===== src/hdl/csrb_pkg.sv =====
// Shared types, constants and register codes for the clipped sprite row blitter.
package csrb_pkg;

	// Screen and stream geometry
	localparam int SCREEN_W   = 640;
	localparam int SCREEN_H   = 480;
	localparam int HDR_BYTES  = 16;
	localparam int HDR_POS_W  = $clog2(HDR_BYTES + 1);

	// Field widths
	localparam int COORD_W    = 17;  // sprite column sums (16 bit + 16 bit)
	localparam int X_W        = 10;
	localparam int Y_W        = 9;
	localparam int LEN_W      = 10;
	localparam int COLOUR_W   = 8;
	localparam int OUT_DATA_W = 40;  // 37 payload bits padded to whole bytes
	localparam int CFG_W      = 11;
	localparam int CFG_IDX_W  = 3;

	// Configuration register indexes
	typedef enum logic [CFG_IDX_W-1:0] {
		REG_ORIGIN_X    = 3'd0,
		REG_ORIGIN_Y    = 3'd1,
		REG_CLIP_LEFT   = 3'd2,
		REG_CLIP_RIGHT  = 3'd3,
		REG_CLIP_TOP    = 3'd4,
		REG_CLIP_BOTTOM = 3'd5,
		REG_TRANSPARENT = 3'd6
	} cfg_reg_t;

	// Span request over sprite columns [col_a, col_b) of one row
	typedef struct packed {
		logic                en;
		logic [COORD_W-1:0]  col_a;
		logic [COORD_W-1:0]  col_b;
		logic [COLOUR_W-1:0] colour;
	} span_req_t;

	// Clipped screen span
	typedef struct packed {
		logic                ok;
		logic [X_W-1:0]      x;
		logic [Y_W-1:0]      y;
		logic [LEN_W-1:0]    len;
		logic [COLOUR_W-1:0] colour;
	} span_t;

endpackage


===== src/hdl/clipped_sprite_row_blitter_core.sv =====
// Sprite byte stream parser and span clipper producing framebuffer span writes.
//
//  channel   | direction | tdata / tuser / tlast               | per request
//  s_axis    | in        | sprite_byte / first_byte / -        | one stream byte
//  m_axis    | out       | x, y, length, colour / - / last     | one span, 0 to 2 per byte
//  cfg       | in        | cfg_index selects, cfg_wdata value  | one register write
//
// One byte is taken per cycle while s_axis_tready is high. The parse counters update
// in the accept cycle, the span requests are registered in stage 1, clipped into the
// stage 2 result register, and shown on m_axis from there.
// A byte that causes two spans holds the result register until both spans have left;
// bytes keep entering as long as stage 1 can move into stage 2.
// Reset clears the configuration to its defaults and leaves the parser idle.
module clipped_sprite_row_blitter_core (
	input  logic                               clk,
	input  logic                               arst_n,
	// sprite_byte[7:0]
	input  logic [7:0]                         s_axis_tdata,
	// first_byte[0]
	input  logic                               s_axis_tuser,
	input  logic                               s_axis_tvalid,
	output logic                               s_axis_tready,
	// span_x[9:0], span_y[18:10], span_length[28:19], span_colour[36:29], zero[39:37]
	output logic [csrb_pkg::OUT_DATA_W-1:0]    m_axis_tdata,
	output logic                               m_axis_tlast,
	output logic                               m_axis_tvalid,
	input  logic                               m_axis_tready,
	input  logic                               cfg_we,
	input  logic [csrb_pkg::CFG_IDX_W-1:0]     cfg_index,
	input  logic [csrb_pkg::CFG_W-1:0]         cfg_wdata
);

	// Configuration registers
	logic [10:0] origin_x_q;
	logic [10:0] origin_y_q;
	logic [10:0] clip_left_q;
	logic [10:0] clip_right_q;
	logic [9:0]  clip_top_q;
	logic [9:0]  clip_bottom_q;
	logic [8:0]  transparent_q;

	// Parser state
	logic [csrb_pkg::HDR_POS_W-1:0] hdr_pos_q;
	logic [15:0] width_q, height_q, row_q, start_q, count_q, seen_q;
	logic [1:0]  rhp_q;
	logic        in_run_q;

	// Parser next state
	logic [csrb_pkg::HDR_POS_W-1:0] e_hdr, n_hdr;
	logic [15:0] e_width, e_height, e_row, e_start, e_count, e_seen;
	logic [15:0] n_width, n_height, n_row, n_start, n_count, n_seen;
	logic [1:0]  e_rhp, n_rhp;
	logic        e_in_run, n_in_run;
	logic [csrb_pkg::COORD_W-1:0] col, col_p1, stop, seen_p1;
	logic [15:0] lead;
	csrb_pkg::span_req_t req0, req1;

	// Pipeline
	logic                s_accept, m_accept, s2_free;
	logic                valid_s1;
	csrb_pkg::span_req_t req0_s1, req1_s1;
	logic [15:0]         row_s1;
	csrb_pkg::span_t     clip0, clip1;
	csrb_pkg::span_t     res0_s2, res1_s2;
	csrb_pkg::span_t     out_span;

	// Clip one span request against the window, the screen and the transparent colour
	function automatic csrb_pkg::span_t clip_span(
		input csrb_pkg::span_req_t r,
		input logic [15:0]         row,
		input logic [10:0]         ox,
		input logic [10:0]         oy,
		input logic [10:0]         cl,
		input logic [10:0]         cr,
		input logic [9:0]          ct,
		input logic [9:0]          cb,
		input logic [8:0]          tr
	);
		csrb_pkg::span_t s;
		logic [9:0]  x1, x2, xmax;
		logic [8:0]  y1, y2;
		logic [17:0] ry;
		logic [18:0] lo, hi, lo_c, hi_c, len;
		logic        row_ok, col_ok;
		x1   = cl[10] ? 10'd0 : cl[9:0];
		x2   = cr[10] ? 10'(csrb_pkg::SCREEN_W - 1) : cr[9:0];
		xmax = (x2 > 10'(csrb_pkg::SCREEN_W - 1)) ? 10'(csrb_pkg::SCREEN_W - 1) : x2;
		y1   = ct[9] ? 9'd0 : ct[8:0];
		y2   = cb[9] ? 9'(csrb_pkg::SCREEN_H - 1) : cb[8:0];
		ry   = {{7{oy[10]}}, oy} + {2'b00, row};
		row_ok = !ry[17] && (ry[16:0] >= {8'd0, y1}) && (ry[16:0] <= {8'd0, y2})
			&& (ry[16:0] < 17'(csrb_pkg::SCREEN_H));
		lo   = {{8{ox[10]}}, ox} + {2'b00, r.col_a};
		hi   = {{8{ox[10]}}, ox} + {2'b00, r.col_b} - 19'd1;
		lo_c = ($signed(lo) < $signed({9'd0, x1})) ? {9'd0, x1} : lo;
		hi_c = ($signed(hi) > $signed({9'd0, xmax})) ? {9'd0, xmax} : hi;
		col_ok = ($signed(lo_c) <= $signed(hi_c));
		len  = hi_c - lo_c + 19'd1;
		s.ok     = r.en && (r.col_a < r.col_b) && row_ok && col_ok
			&& ({1'b0, r.colour} != tr);
		s.x      = lo_c[csrb_pkg::X_W-1:0];
		s.y      = ry[csrb_pkg::Y_W-1:0];
		s.len    = len[csrb_pkg::LEN_W-1:0];
		s.colour = r.colour;
		return s;
	endfunction

	assign s_accept = s_axis_tvalid && s_axis_tready;
	assign m_accept = m_axis_tvalid && m_axis_tready;

	// Write configuration registers
	always_ff @(posedge clk or negedge arst_n) begin
		if (!arst_n) begin
			origin_x_q    <= '0;
			origin_y_q    <= '0;
			clip_left_q   <= '1;
			clip_right_q  <= '1;
			clip_top_q    <= '1;
			clip_bottom_q <= '1;
			transparent_q <= '0;
		end else if (cfg_we) begin
			unique case (cfg_index)
				csrb_pkg::REG_ORIGIN_X:    origin_x_q    <= cfg_wdata;
				csrb_pkg::REG_ORIGIN_Y:    origin_y_q    <= cfg_wdata;
				csrb_pkg::REG_CLIP_LEFT:   clip_left_q   <= cfg_wdata;
				csrb_pkg::REG_CLIP_RIGHT:  clip_right_q  <= cfg_wdata;
				csrb_pkg::REG_CLIP_TOP:    clip_top_q    <= cfg_wdata[9:0];
				csrb_pkg::REG_CLIP_BOTTOM: clip_bottom_q <= cfg_wdata[9:0];
				csrb_pkg::REG_TRANSPARENT: transparent_q <= cfg_wdata[8:0];
				default: ;
			endcase
		end
	end

	// Advance the parser for the incoming byte and form its span requests
	always_comb begin
		if (s_axis_tuser) begin
			e_hdr    = '0;
			e_width  = '0;
			e_height = '0;
			e_row    = '0;
			e_start  = '0;
			e_count  = '0;
			e_seen   = '0;
			e_rhp    = '0;
			e_in_run = 1'b0;
		end else begin
			e_hdr    = hdr_pos_q;
			e_width  = width_q;
			e_height = height_q;
			e_row    = row_q;
			e_start  = start_q;
			e_count  = count_q;
			e_seen   = seen_q;
			e_rhp    = rhp_q;
			e_in_run = in_run_q;
		end
		n_hdr    = e_hdr;
		n_width  = e_width;
		n_height = e_height;
		n_row    = e_row;
		n_start  = e_start;
		n_count  = e_count;
		n_seen   = e_seen;
		n_rhp    = e_rhp;
		n_in_run = e_in_run;
		req0     = '0;
		req1     = '0;
		col      = {1'b0, e_start} + {1'b0, e_seen};
		col_p1   = col + 17'd1;
		stop     = {1'b0, e_start} + {1'b0, e_count};
		seen_p1  = {1'b0, e_seen} + 17'd1;
		lead     = '0;

		if (e_hdr < csrb_pkg::HDR_POS_W'(csrb_pkg::HDR_BYTES)) begin
			// Header: pick up width and height
			if (e_hdr == csrb_pkg::HDR_POS_W'(2)) n_width[7:0]   = s_axis_tdata;
			if (e_hdr == csrb_pkg::HDR_POS_W'(3)) n_width[15:8]  = s_axis_tdata;
			if (e_hdr == csrb_pkg::HDR_POS_W'(4)) n_height[7:0]  = s_axis_tdata;
			if (e_hdr == csrb_pkg::HDR_POS_W'(5)) n_height[15:8] = s_axis_tdata;
			n_hdr = e_hdr + csrb_pkg::HDR_POS_W'(1);
			if (n_hdr == csrb_pkg::HDR_POS_W'(csrb_pkg::HDR_BYTES)) begin
				n_row    = '0;
				n_rhp    = '0;
				n_seen   = '0;
				n_in_run = 1'b0;
			end
		end else if (e_row >= e_height) begin
			// Idle: drop the byte
		end else if (!e_in_run) begin
			// Row header: start column then run count
			case (e_rhp)
				2'd0:    n_start = {8'd0, s_axis_tdata};
				2'd1:    n_start = {s_axis_tdata, e_start[7:0]};
				2'd2:    n_count = {8'd0, s_axis_tdata};
				default: n_count = {s_axis_tdata, e_count[7:0]};
			endcase
			if (e_rhp != 2'd3) begin
				n_rhp = e_rhp + 2'd1;
			end else if (n_count == 16'd0) begin
				req0.en    = 1'b1;
				req0.col_b = {1'b0, e_width};
				n_in_run   = 1'b0;
				n_rhp      = '0;
				n_seen     = '0;
				n_row      = e_row + 16'd1;
			end else begin
				lead       = (e_start < e_width) ? e_start : e_width;
				req0.en    = 1'b1;
				req0.col_b = {1'b0, lead};
				n_in_run   = 1'b1;
				n_seen     = '0;
			end
		end else begin
			// Run: one pixel, and the trailing span on the last byte
			if (col < {1'b0, e_width}) begin
				req0.en     = 1'b1;
				req0.col_a  = col;
				req0.col_b  = col_p1;
				req0.colour = s_axis_tdata;
			end
			n_seen = seen_p1[15:0];
			if (seen_p1 >= {1'b0, e_count}) begin
				if (stop < {1'b0, e_width}) begin
					req1.en    = 1'b1;
					req1.col_a = stop;
					req1.col_b = {1'b0, e_width};
				end
				n_in_run = 1'b0;
				n_rhp    = '0;
				n_seen   = '0;
				n_row    = e_row + 16'd1;
			end
		end
	end

	// Hold parser state
	always_ff @(posedge clk or negedge arst_n) begin
		if (!arst_n) begin
			hdr_pos_q <= csrb_pkg::HDR_POS_W'(csrb_pkg::HDR_BYTES);
			width_q   <= '0;
			height_q  <= '0;
			row_q     <= '0;
			start_q   <= '0;
			count_q   <= '0;
			seen_q    <= '0;
			rhp_q     <= '0;
			in_run_q  <= 1'b0;
		end else if (s_accept) begin
			hdr_pos_q <= n_hdr;
			width_q   <= n_width;
			height_q  <= n_height;
			row_q     <= n_row;
			start_q   <= n_start;
			count_q   <= n_count;
			seen_q    <= n_seen;
			rhp_q     <= n_rhp;
			in_run_q  <= n_in_run;
		end
	end

	// Stage 2 takes a new request once its last span leaves
	assign s2_free = !(res0_s2.ok || res1_s2.ok) || (m_accept && m_axis_tlast);
	assign s_axis_tready = !valid_s1 || s2_free;

	// Stage 1: registered span requests
	always_ff @(posedge clk or negedge arst_n) begin
		if (!arst_n) begin
			valid_s1 <= 1'b0;
		end else if (s_accept) begin
			valid_s1 <= req0.en || req1.en;
		end else if (s2_free) begin
			valid_s1 <= 1'b0;
		end
	end

	always_ff @(posedge clk) begin
		if (s_accept) begin
			req0_s1 <= req0;
			req1_s1 <= req1;
			row_s1  <= e_row;
		end
	end

	// Clip both requests
	always_comb begin
		clip0 = clip_span(req0_s1, row_s1, origin_x_q, origin_y_q, clip_left_q,
			clip_right_q, clip_top_q, clip_bottom_q, transparent_q);
		clip1 = clip_span(req1_s1, row_s1, origin_x_q, origin_y_q, clip_left_q,
			clip_right_q, clip_top_q, clip_bottom_q, transparent_q);
	end

	// Stage 2: result register, drained one span per output request
	always_ff @(posedge clk or negedge arst_n) begin
		if (!arst_n) begin
			res0_s2 <= '0;
			res1_s2 <= '0;
		end else if (valid_s1 && s2_free) begin
			res0_s2 <= clip0;
			res1_s2 <= clip1;
		end else if (m_accept) begin
			if (res0_s2.ok) res0_s2.ok <= 1'b0;
			else            res1_s2.ok <= 1'b0;
		end
	end

	// Present the first pending span
	assign out_span      = res0_s2.ok ? res0_s2 : res1_s2;
	assign m_axis_tvalid = res0_s2.ok || res1_s2.ok;
	assign m_axis_tlast  = !(res0_s2.ok && res1_s2.ok);
	assign m_axis_tdata  = {3'b000, out_span.colour, out_span.len, out_span.y, out_span.x};

	// Checks
	assert property (@(posedge clk) disable iff (!arst_n)
		in_run_q |-> (rhp_q == 2'd3) && (row_q < height_q))
		else $error("run phase outside a row body");

	assert property (@(posedge clk) disable iff (!arst_n)
		hdr_pos_q <= csrb_pkg::HDR_POS_W'(csrb_pkg::HDR_BYTES))
		else $error("header position past header end");

	assert property (@(posedge clk) disable iff (!arst_n)
		valid_s1 && !s2_free |=> valid_s1)
		else $error("stage 1 request lost while stage 2 busy");

	assert property (@(posedge clk) disable iff (!arst_n)
		m_axis_tvalid |-> (out_span.len != '0)
			&& (out_span.x < 10'(csrb_pkg::SCREEN_W))
			&& (out_span.y < 9'(csrb_pkg::SCREEN_H)))
		else $error("span outside screen or empty");

endmodule

===== config.mk =====
export PLATFORM = sky130hd
export DESIGN_NAME = clipped_sprite_row_blitter_core
export DESIGN_NICKNAME = d
export VERILOG_FILES = /design/src/hdl/csrb_pkg.sv /design/src/hdl/clipped_sprite_row_blitter_core.sv
export SDC_FILE = /design/constraint.sdc
export NUM_CORES = 1
export LEC_CHECK = 0
export ABC_CLOCK_PERIOD_IN_PS = 9700
export BUFFER_PORTS_ARGS = -buffer_cell sky130_fd_sc_hd__buf_2
export CAP_MARGIN = 25
export CORE_UTILIZATION = 50
export CTS_BUF_LIST = sky130_fd_sc_hd__clkbuf_16
export CTS_CLUSTER_SIZE = 30
export DETAILED_ROUTE_END_ITERATION = 10
export GPL_TIMING_DRIVEN = 0
export HOLD_SLACK_MARGIN = 0.15
export PLACE_DENSITY_LB_ADDON = 0.15
export SYNTH_ARGS = -nofsm -noshare
export SYNTH_HDL_FRONTEND = slang
export SYNTH_SLANG_ARGS = --single-unit

===== constraint.sdc =====
create_clock -name clk -period 9.7 [get_ports clk]
set_input_delay 0.485 -clock clk [delete_from_list [all_inputs] [get_ports clk]]
set_output_delay 0.485 -clock clk [all_outputs]
set_load 0.01 [all_outputs]

# Yosys cells after proc, flatten, opt, wreduce, memory -nomap -nowiden
# Index checks and enable logic that the tools add are counted.
[classes]
eq_ne = 16
n_addsub = 18
mux = 87
bitwise = 4
n_reduce_logical = 43
magnitude_cmp = 18
[op_table]
columns = ["operator", "n"]
rows = [
  ["16-bit two-way mux", 33],
  ["35-bit two-way mux", 5],
  ["43-bit two-way mux", 3],
  ["11-bit by 18-bit adder with 19-bit output", 4],
  ["19-bit two-way mux", 4],
  ["16-bit case mux with 2 select lines", 2],
  ["8-bit two-way mux", 5],
  ["19-bit by 11-bit > comparator with 1-bit output", 2],
  ["19-bit less-or-equal comparator", 2],
  ["19-bit by 11-bit less-than comparator with 1-bit output", 2],
  ["19-bit by 1-bit subtractor with 19-bit output, second input constant", 2],
  ["37-bit two-way mux", 1],
  ["16-bit by 16-bit adder with 17-bit output", 2],
  ["17-bit by 16-bit less-than comparator with 1-bit output", 2],
  ["17-bit less-than comparator", 2],
  ["17-bit two-way mux", 2],
  ["10-bit two-way mux", 3],
  ["10-bit by 1-bit adder with 10-bit output, second input constant", 2],
  ["10-bit subtractor", 2],
  ["11-bit by 17-bit adder with 18-bit output", 1],
  ["9-bit two-way mux", 2],
  ["16-bit by 1-bit adder with 17-bit output, second input constant", 1],
  ["17-bit by 1-bit adder with 17-bit output, second input constant", 1],
  ["17-bit by 16-bit greater-or-equal comparator with 1-bit output", 1],
  ["37 further kinds", 100],
]
[totals]
in_bits = 28
out_inout_bits = 43
elab_cells = 220
ff_bits = 331

# Logic depth before layout (Yosys ltp)
# Gate-level depths: netlist of run 1.
[logic_depth]
ltp_word = 15
depth_mapped = 33

# Worst setup path before layout of run 1
# OpenSTA, ideal clock, no wires.
[synth_path]
path_kind = "register to register"
startpoint = "reg origin_x_q[10]"
endpoint = "reg res1_s2[17] (netlist name)"
path_stages_with_launch = 31
setup_time_ns = 0.133
arrival_time_ns = 6.818
n_path_buf = 3
setup_slack_ns = 2.748
synth_period_minus_slack_ns = 6.952
path_cell_list = "dfrtp_1 -> clkbuf_1 -> inv_1 -> ha_1 -> inv_1 -> ha_1 -> a21o_1 -> a21o_1 -> nor3_1 -> o21ai_0 -> and3_1 -> o22ai_1 -> xor2_1 -> nand4b_1 -> nand2b_1 -> a211o_1 -> ha_1 -> clkbuf_1 -> o21ai_1 -> buf_2 -> mux2i_1 -> ha_1 -> fa_1 -> a21o_1 -> a21o_1 -> a221oi_1 -> nor2_1 -> a21o_1 -> a21oi_1 -> xnor2_1 -> o21ai_0"
[synth_between]
elab_chain_cells = 6
word_cells_on_any_way = 9
classes_between = "5 x add/sub; 2 x order compare; 2 x mux"
[synth_rtl]
columns = ["element", "line_no", "rtl"]
rows = [
  ["start: declaration", "clipped_sprite_row_blitter_core.sv:34", "logic [10:0] origin_x_q;"],
  ["start signal: assignment", "clipped_sprite_row_blitter_core.sv:123", "csrb_pkg::REG_ORIGIN_X: origin_x_q <= cfg_wdata;"],
  ["11-bit by 18-bit adder with 19-bit output", "clipped_sprite_row_blitter_core.sv:94", "hi = {{8{ox[10]}}, ox} + {2'b00, r.col_b} - 19'd1;"],
  ["19-bit by 1-bit subtractor with 19-bit output", "clipped_sprite_row_blitter_core.sv:94", ""],
  ["19-bit by 11-bit > comparator with 1-bit output", "clipped_sprite_row_blitter_core.sv:96", "hi_c = ($signed(hi) > $signed({9'd0, xmax})) ? {9'd0, xmax} : hi;"],
  ["19-bit two-way mux", "clipped_sprite_row_blitter_core.sv:96", ""],
  ["10-bit subtractor (*)", "clipped_sprite_row_blitter_core.sv:98", "len = hi_c - lo_c + 19'd1;"],
  ["10-bit by 1-bit adder with 10-bit output (*)", "clipped_sprite_row_blitter_core.sv:98", ""],
  ["end signal: assignment", "clipped_sprite_row_blitter_core.sv:300", "res1_s2 <= clip1;"],
  ["end: declaration", "clipped_sprite_row_blitter_core.sv:64", "csrb_pkg::span_t res0_s2, res1_s2;"],
]
# Mark *: on every way between the ends. The rest lies on a longest branch, timed or not.
# A chain may end at the register's enable or synchronous reset.

# Worst setup path after layout of run 1
[layout_path]
startpoint = "in s_axis_tuser"
endpoint = "reg req0_s1[22] (netlist name), data pin"
[layout_between]
word_cells_on_any_way = 31
classes_between = "2 x add/sub; 4 x order compare; 3 x eq/ne; 18 x mux; 4 x reduce/logical"
[layout_lines]
columns = ["element", "line_no", "rtl"]
rows = [
  ["start: declaration", "clipped_sprite_row_blitter_core.sv:20", "input logic s_axis_tuser,"],
  ["16-bit two-way mux", "clipped_sprite_row_blitter_core.sv:137", "if (s_axis_tuser) begin"],
  ["16-bit by 16-bit adder with 17-bit output (*)", "clipped_sprite_row_blitter_core.sv:169", "col = {1'b0, e_start} + {1'b0, e_seen};"],
  ["net col, one bit", "clipped_sprite_row_blitter_core.sv:54", "logic [csrb_pkg::COORD_W-1:0] col, col_p1, stop, seen_p1;"],
  ["17-bit by 1-bit adder with 17-bit output or 17-bit by 16-bit less-than comparator with 1-bit output (tied branches)", "clipped_sprite_row_blitter_core.sv:170, clipped_sprite_row_blitter_core.sv:216", ""],
  ["43-bit two-way mux (*)", "clipped_sprite_row_blitter_core.sv:216", "if (col < {1'b0, e_width}) begin"],
  ["17-bit two-way mux (*)", "clipped_sprite_row_blitter_core.sv:190", "end else if (!e_in_run) begin"],
  ["end signal: assignment", "clipped_sprite_row_blitter_core.sv:279", "req0_s1 <= req0;"],
  ["end: declaration", "clipped_sprite_row_blitter_core.sv:61", "csrb_pkg::span_req_t req0_s1, req1_s1;"],
]
# Mark *: on every way through the listed nets, which the timed path passes. The rest lies on a longest branch. The select of a mux whose other input is x is not followed.

==> results of run 1 <==
cell usage after synthesis (all sizes together) (12+ instances only):
cell type | instances | area (µm²)
nand2 | 141 | 529
a211oi | 22 | 165
and2 | 39 | 246
mux2i | 36 | 360
dfstp | 43 | 1130
o21a | 46 | 345
nand3 | 49 | 245
or3 | 12 | 75.1
a22o | 52 | 455
or2 | 22 | 138
nor4 | 40 | 265
dfrtp | 194 | 4850
nor3 | 51 | 260
a31oi | 21 | 131
buf | 30 | 179
a21o | 83 | 623
a21oi | 150 | 751
nor2b | 74 | 463
o21bai | 14 | 105
o211ai | 22 | 165
o21ai | 149 | 749
clkbuf | 84 | 315
a221o | 27 | 270
nor2 | 196 | 736
a22oi | 41 | 308
mux2 | 123 | 1390
o22ai | 14 | 87.6
edfxtp | 93 | 2790
nand2b | 108 | 676
ha | 389 | 4870
nand4 | 42 | 263
and3 | 22 | 138
xnor2 | 96 | 841
inv | 268 | 1010
a2111oi | 13 | 114
xor2 | 52 | 455
cell families (layout without fill, tap and decap cells):
kind of cell,Yosys count,in the layout
mux,159,159
fa+ha+maj,403,403
simple gates,825,825
other cells,1,5
compound gates,749,749
buf+inv,382,525
flops,330,330
xor+xnor,148,148
power by group:
group	internal (mW)	leakage (nW)	total, mW	switching [mW]
combinational	1.39	9.79	3.41	2.01
sequential	1.56	3.88	1.65	0.0874
clock	0.972	0.702	1.62	0.647
sequential cells by signal, indices dropped and copies added, names as in the netlist, 29 cells and up:
| register | cells |
|---|---|
| req0_s1 | 35 |
| req1_s1 | 34 |
| res1_s2 | 30 |
| res0_s2 | 29 |
cells in the final DEF, fill, tap and decap left out, drive strengths merged, types with 93 or more instances in the layout:
| master | synthesis | layout |
|---|---|---|
| clkbuf | 84 | 128 |
| dfrtp | 194 | 194 |
| ha | 389 | 389 |
| a21oi | 150 | 150 |
| o21ai | 149 | 149 |
| inv | 268 | 278 |
| buf | 30 | 95 |
| mux2 | 123 | 123 |
| edfxtp | 93 | 93 |
| xnor2 | 96 | 96 |
| nor2 | 196 | 196 |
| nand2b | 108 | 108 |
| nand2 | 141 | 141 |
worst max-delay path: cells and delay by family:
family | cells | cell delay (ns)
and+or+nand+nor | 6 | 1.87
buffers and inverters | 10 | 4.19
adders and majority gates | 3 | 0.98
AOI/OAI and AO/OA | 9 | 1.94
xor gates and xnor gates | 1 | 0.47
per-stage QoR:
stage	hold slack (ns)	instance area, µm²	setup slack, ns	TNS (ns)	total power, mW
floorplan	0.189	27900	2.75	0	4.07
global placement	0.457	29100	-0.571	-15.15	4.96
detailed placement	0.464	29200	-0.572	-14.21	5.03
CTS	0.159	30700	0.00137	0	6.68
global route	0.158	30700	0.0123	0	7.12
finish	0.181	30700	0.118	0	6.68
final cells by class:
class,count,area share [%]
multi-input cells,2289,57.4
flip-flops and latches,330,28.6
plain buffers,114,1.62
clock inverters,33,1.12
repair buffers,67,1.42
well taps,748,3.05
clock buffers,43,3.51
inverters,268,3.28
metal layers:
layer	up-vias	GRT usage, %
met1	11400	38.2
met4	2	16.9
met5	-	0
li1	11100	-
met2	625	52.0
met3	211	3.27
path summary, 6_finish.rpt:
kind	cells past startpoint	end	slack (ns)	from
setup reg to reg	28	res0_s2[37]	0.57	origin_x_q[1]
max in group asynchronous	4	height_q[5]	7.90	arst_n
setup / recovery	29	req0_s1[22]	0.12	s_axis_tuser
hold / removal	2	valid_s1	0.18	s_axis_tvalid
hold reg to reg	2	res1_s2[30]	0.47	res1_s2[30]
min in group asynchronous	2	res1_s2[35]	0.50	arst_n
timing repair:
| item | in CTS | in global routing |
|---|---|---|
| endpoints found under the setup margin | 0 | 29 |
| hold buffers | 1 | 0 |
| gates resized for setup | 0 | 3 |
| hold endpoints to repair | 57 | 0 |
==> impl_metrics.py, run 1 <==
metrics = {
    "status": {
        "status": "completed",
    },
    "critical_path": {
        "start_kind": "input pin",
        "crit_type": "in2reg",
        "crit_fanout": 10,
        "slowest_stage": "nor3_1",
        "critPathCaptureType": "flip-flop",
        "cp.arrival_ns": 9.98,
        "crit_top_cell": "clkbuf_1",
        "crit_required_ns": 10.09,
        "slowest_delay_ns": 0.68,
    },
    "yosys": {
        "synth-edff-count": 93,
        "synth_cells": 2997,
        "synth_warnings": 0,
        "synth_seq_cells": 330,
        "synth.avg_cell_area_um2": 9.29,
        "synthesis.area_mm2": 0.0279,
        "async_flop_share_pct": 71.8,
        "yosysUniqueCellTypes": 90,
        "muxShareOfSynthArea_pct": 6.29,
        "synth_compound_area_share_pct": 18.4,
        "synth_seq_area_share_pct": 31.5,
        "synth_top_family_by_area": "compound AO/OA/AOI/OAI gates",
        "synthXorXnorAreaFrac_pct": 4.65,
        "synthAdderAreaFrac_pct": 18.4,
        "synthSimpleGateAreaFrac_pct": 15.4,
        "synth-main-ff-cell": "dfrtp_1",
    },
    "route": {
        "wl_met3_mm": 3.43,
        "top_layer": "met5",
        "drt-initial-drc-count": 1480,
        "num_vias": 23300,
        "routed_wirelength_mm": 87.4,
        "wl_met2_mm": 41.5,
        "firstDrtPassIters": 5,
        "drt-met1-wl_mm": 37.5,
        "drc_errors": 0,
        "via_per_inst": 5.99,
        "drt-wirelength-per-cell_um": 22.5,
        "postRouteAntennaNets": 0,
    },
    "clocking": {
        "postCtsSetupBuffers": 0,
        "htree_levels": 2,
        "insertion_delay_ns": 0.57,
        "numCtsBuffers": 42,
        "cts_tree": "built",
        "clock_path_buffers": 3,
        "cts_sinks": 330,
        "root_buffer": "clkbuf_16",
        "clk_pin_slew_ns": 0.06,
    },
    "sta": {
        "tightestPinTransition_ns": 1.11,
        "maxSlewHeadroom_pct": 25.6,
        "final_hold_viol_count": 0,
        "fin_skew_ns": 0.0191,
        "finalSetupViolCount": 0,
        "fmax_ghz": 0.104,
        "final.min_clock_period_ns": 9.58,
        "drv_slew": 0,
        "finalCritPeriodShare_pct": 98.8,
        "rsz0062_at_grt": "false",
    },
    "min_path": {
        "hold_path.class": "in2reg",
    },
    "finish": {
        "fin_cells": 3892,
        "n_fill_cell": 5023,
        "antenna_cells": 0,
        "final_util_pct": 55.7,
        "regArea_mm2": 0.00878,
        "drive_gt1_share_pct": 11.5,
        "multi_input_area_mm2": 0.0176,
        "area_delta_synth_final_pct": 10.1,
        "fin_nets": 3540,
    },
    "placed_design": {
        "dp_cells": 3814,
        "gp_congestion": 0.949,
        "hpwl_mm": 70.2,
        "port_buffers": 58,
    },
    "grt": {
        "grt.overflow.total": 0,
        "track_usage_pct": 30.7,
        "grt_pass1_wl_mm": 133,
        "antenna_found_initial": 1,
        "grt_max_degree": 88,
        "grt_pass1_vias": 23300,
    },
    "floorplan": {
        "io_pins": 71,
        "num_rows": 86,
        "die_x_um": 238,
        "start_util_pct": 50.6,
        "design.core.area_mm2": 0.0551,
        "die-area_mm2": 0.0567,
        "die_h_um": 238,
    },
    "power": {
        "power_density_mw_per_mm2": 218,
        "p_leak_nw": 14.4,
        "ir_worst_vdd_v": 0.000133,
    },
    "flow_run": {
        "drv_cap": 0,
    },
}
(Power assumes the default switching activity.)
==> inputs of run 2 (changes only) <==
--- a/config.mk
+++ b/config.mk
@@ -9,12 +9,12 @@
 export BUFFER_PORTS_ARGS = -buffer_cell sky130_fd_sc_hd__buf_2
 export CAP_MARGIN = 25
 export CORE_UTILIZATION = 50
-export CTS_BUF_LIST = sky130_fd_sc_hd__clkbuf_16
 export CTS_CLUSTER_SIZE = 30
 export DETAILED_ROUTE_END_ITERATION = 10
 export GPL_TIMING_DRIVEN = 0
 export HOLD_SLACK_MARGIN = 0.15
 export PLACE_DENSITY_LB_ADDON = 0.15
+export SLEW_MARGIN = 20
 export SYNTH_ARGS = -nofsm -noshare
 export SYNTH_HDL_FRONTEND = slang
 export SYNTH_SLANG_ARGS = --single-unit
==> impl_metrics.py, run 2 (synthesized netlist as in run 1, its figures left out) <==
metrics = {
    "grt": {
        "busiest_layer": "met2",
        "grt_use_met2_pct": 52.5,
        "use_met1_pct": 37.9,
        "antenna_found_initial": 0,
        "grt_pass1_wl_mm": 134,
        "grt_use_met3_pct": 3.08,
        "grt_pass1_vias": 23700,
        "grt_max_degree": 88,
        "grt.overflow.total": 0,
        "track_usage_pct": 30.7,
    },
    "sta": {
        "tightestPinTransition_ns": 1.08,
        "final_hold_viol_count": 0,
        "rsz0062_at_grt": "false",
        "maxSlewHeadroom_pct": 27.9,
        "fmax_ghz": 0.107,
        "drv_slew": 0,
        "fin_skew_ns": 0.0271,
        "setup_ws_ns": 0.341,
        "finalCritPeriodShare_pct": 96.5,
        "finalSetupViolCount": 0,
        "final.min_clock_period_ns": 9.36,
    },
    "placed_design": {
        "dp_slack_ns": -0.657,
        "gp_congestion": 0.949,
        "port_buffers": 58,
        "place_area_mm2": 0.0292,
        "hpwl_mm": 70.3,
    },
    "critical_path": {
        "crit_type": "in2reg",
        "cp.depth": 29,
        "cpLargestDelayFamily": "buffers and inverters",
        "r2r-start": "origin_x_q[1]",
        "crit_required_ns": 10.09,
        "crit_buf_inv": 10,
        "critPathCaptureType": "flip-flop",
        "crit_path_start": "s_axis_tuser",
        "slowest_delay_ns": 0.70,
        "crit_fanout": 10,
        "crit_top_cell": "clkbuf_1",
        "r2r_cells": 28,
        "start_kind": "input pin",
        "slowest_stage": "nor3_1",
        "cp.arrival_ns": 9.75,
    },
    "clocking": {
        "cts_tree": "built",
        "numCtsBuffers": 40,
        "root_buffer": "clkbuf_16",
        "htree_levels": 2,
        "postCtsSetupBuffers": 0,
        "clock_path_buffers": 3,
        "insertion_delay_ns": 0.58,
        "clk_pin_slew_ns": 0.06,
        "cts_sinks": 330,
    },
    "finish": {
        "drive_gt1_share_pct": 11.6,
        "n_fill_cell": 5107,
        "final_common_cell": "ha_1",
        "area_delta_synth_final_pct": 10.1,
        "regMostFlops": "req0_s1",
        "stdcell_area_mm2": 0.0307,
        "final_cell_mix": "389 x ha_1, 268 x inv_1, 196 x nor2_1, 194 x dfrtp_1, 150 x a21oi_1",
        "fin_nets": 3537,
        "largestRegisters": "req0_s1: 35 flops, req1_s1: 34 flops, res1_s2: 30 flops",
        "largest_register_ffs": 35,
    },
    "route": {
        "via_per_inst": 6.02,
        "postRouteAntennaNets": 0,
        "drt-initial-drc-count": 1464,
        "routed_wirelength_mm": 87.5,
        "drt-wirelength-per-cell_um": 22.5,
        "firstDrtPassIters": 5,
        "drc_errors": 0,
        "num_vias": 23400,
    },
    "floorplan": {
        "start_util_pct": 50.6,
        "num_rows": 86,
        "die_x_um": 238,
        "die_h_um": 238,
        "io_pins": 71,
        "design.core.area_mm2": 0.0551,
        "die-area_mm2": 0.0567,
    },
    "status": {
        "status": "completed",
    },
    "power": {
        "p_leak_nw": 14.4,
        "p_total_mw": 6.67,
        "power_density_mw_per_mm2": 217,
        "ir_worst_vdd_v": 0.000129,
    },
    "flow_run": {
        "drv_cap": 0,
    },
    "min_path": {
        "holdPathStages": 2,
        "hold_path.class": "in2reg",
        "hold_start": "cfg_wdata[10]",
    },
}
[run 2: changes by cell type in the layout (fill, tap and decap cells not counted), moves of 2 or more]
cell	delta
buf_12	+2
clkbuf_1	+3
clkbuf_8	+4
clkinv_2	+2
clkinvlp_4	-4
inv_1	-4
inv_6	-4
[run 2: per-layer routing]
| layer | wire length, µm | up-vias |
|---|---|---|
| met5 | 0 | - |
| met4 | 5410 | 0 |
| met3 | 3540 | 238 |
| met2 | 41300 | 697 |
| met1 | 37200 | 11400 |
| li1 | - | 11100 |
[run 2: metrics by stage]
stage	hold slack [ns]	TNS (ns)	util (%)	cells
2_1_floorplan	0.189	0	-	3001
3_5_place_dp	0.467	-17.75	53.1	3812
4_1_cts	0.241	0	55.6	3887
5_1_grt	0.251	0	55.7	3888
3_3_place_gp	0.457	-15.15	52.8	3807
6_report	0.273	0	55.7	3889
[run 2: cell type report]
type                            instances  area [µm²]  area share (%)
Tap cell                              748         936            3.05
Antenna cell                            1        2.50         0.00816
Sequential cell                       330        8780            28.6
Multi-Input combinational cell       2289       17600            57.5
Clock inverter                         23         265           0.865
Inverter                              268        1010            3.28
Buffer                                114         498            1.62
Timing Repair Buffer                   66         440            1.44
Clock buffer                           50        1120            3.66
[run 2: worst register-to-register path: cells and delay by family (launching register included)]
kind / cells / cell delay (ns)
flip-flops: 1 / 0.45
buffers and inverters: 3 / 0.35
multiplexers: 1 / 0.32
XOR/XNOR: 1 / 0.24
AND/OR/NAND/NOR: 4 / 0.74
AO/OA/AOI/OAI: 14 / 5.07
adder cells (fa/ha/maj): 5 / 1.82
[run 2: path summary, 6_finish.rpt]
path / to / slack (ns)
setup / recovery: req0_s1[22] / 0.34
hold / removal: clip_left_q[10] / 0.27
setup reg to reg: res0_s2[37] / 0.66
hold reg to reg: res0_s2[32] / 0.48
max in group asynchronous: height_q[5] / 7.93
min in group asynchronous: res1_s2[35] / 0.48
[run 2: power by group]
part,switching (mW),total (mW),leakage (nW),internal (mW)
clock,0.643,1.60,0.686,0.957
sequential,0.0878,1.65,3.88,1.56
combinational,2.02,3.42,9.80,1.40
total,2.75,6.67,14.4,3.91
[run 2: timing repair]
item / 4_1_cts / 5_1_grt
endpoints found under the setup margin: 2 / 4
gates resized for setup: 1 / 4
hold buffers: 2 / 0
endpoints found under the hold margin: 58 / 0
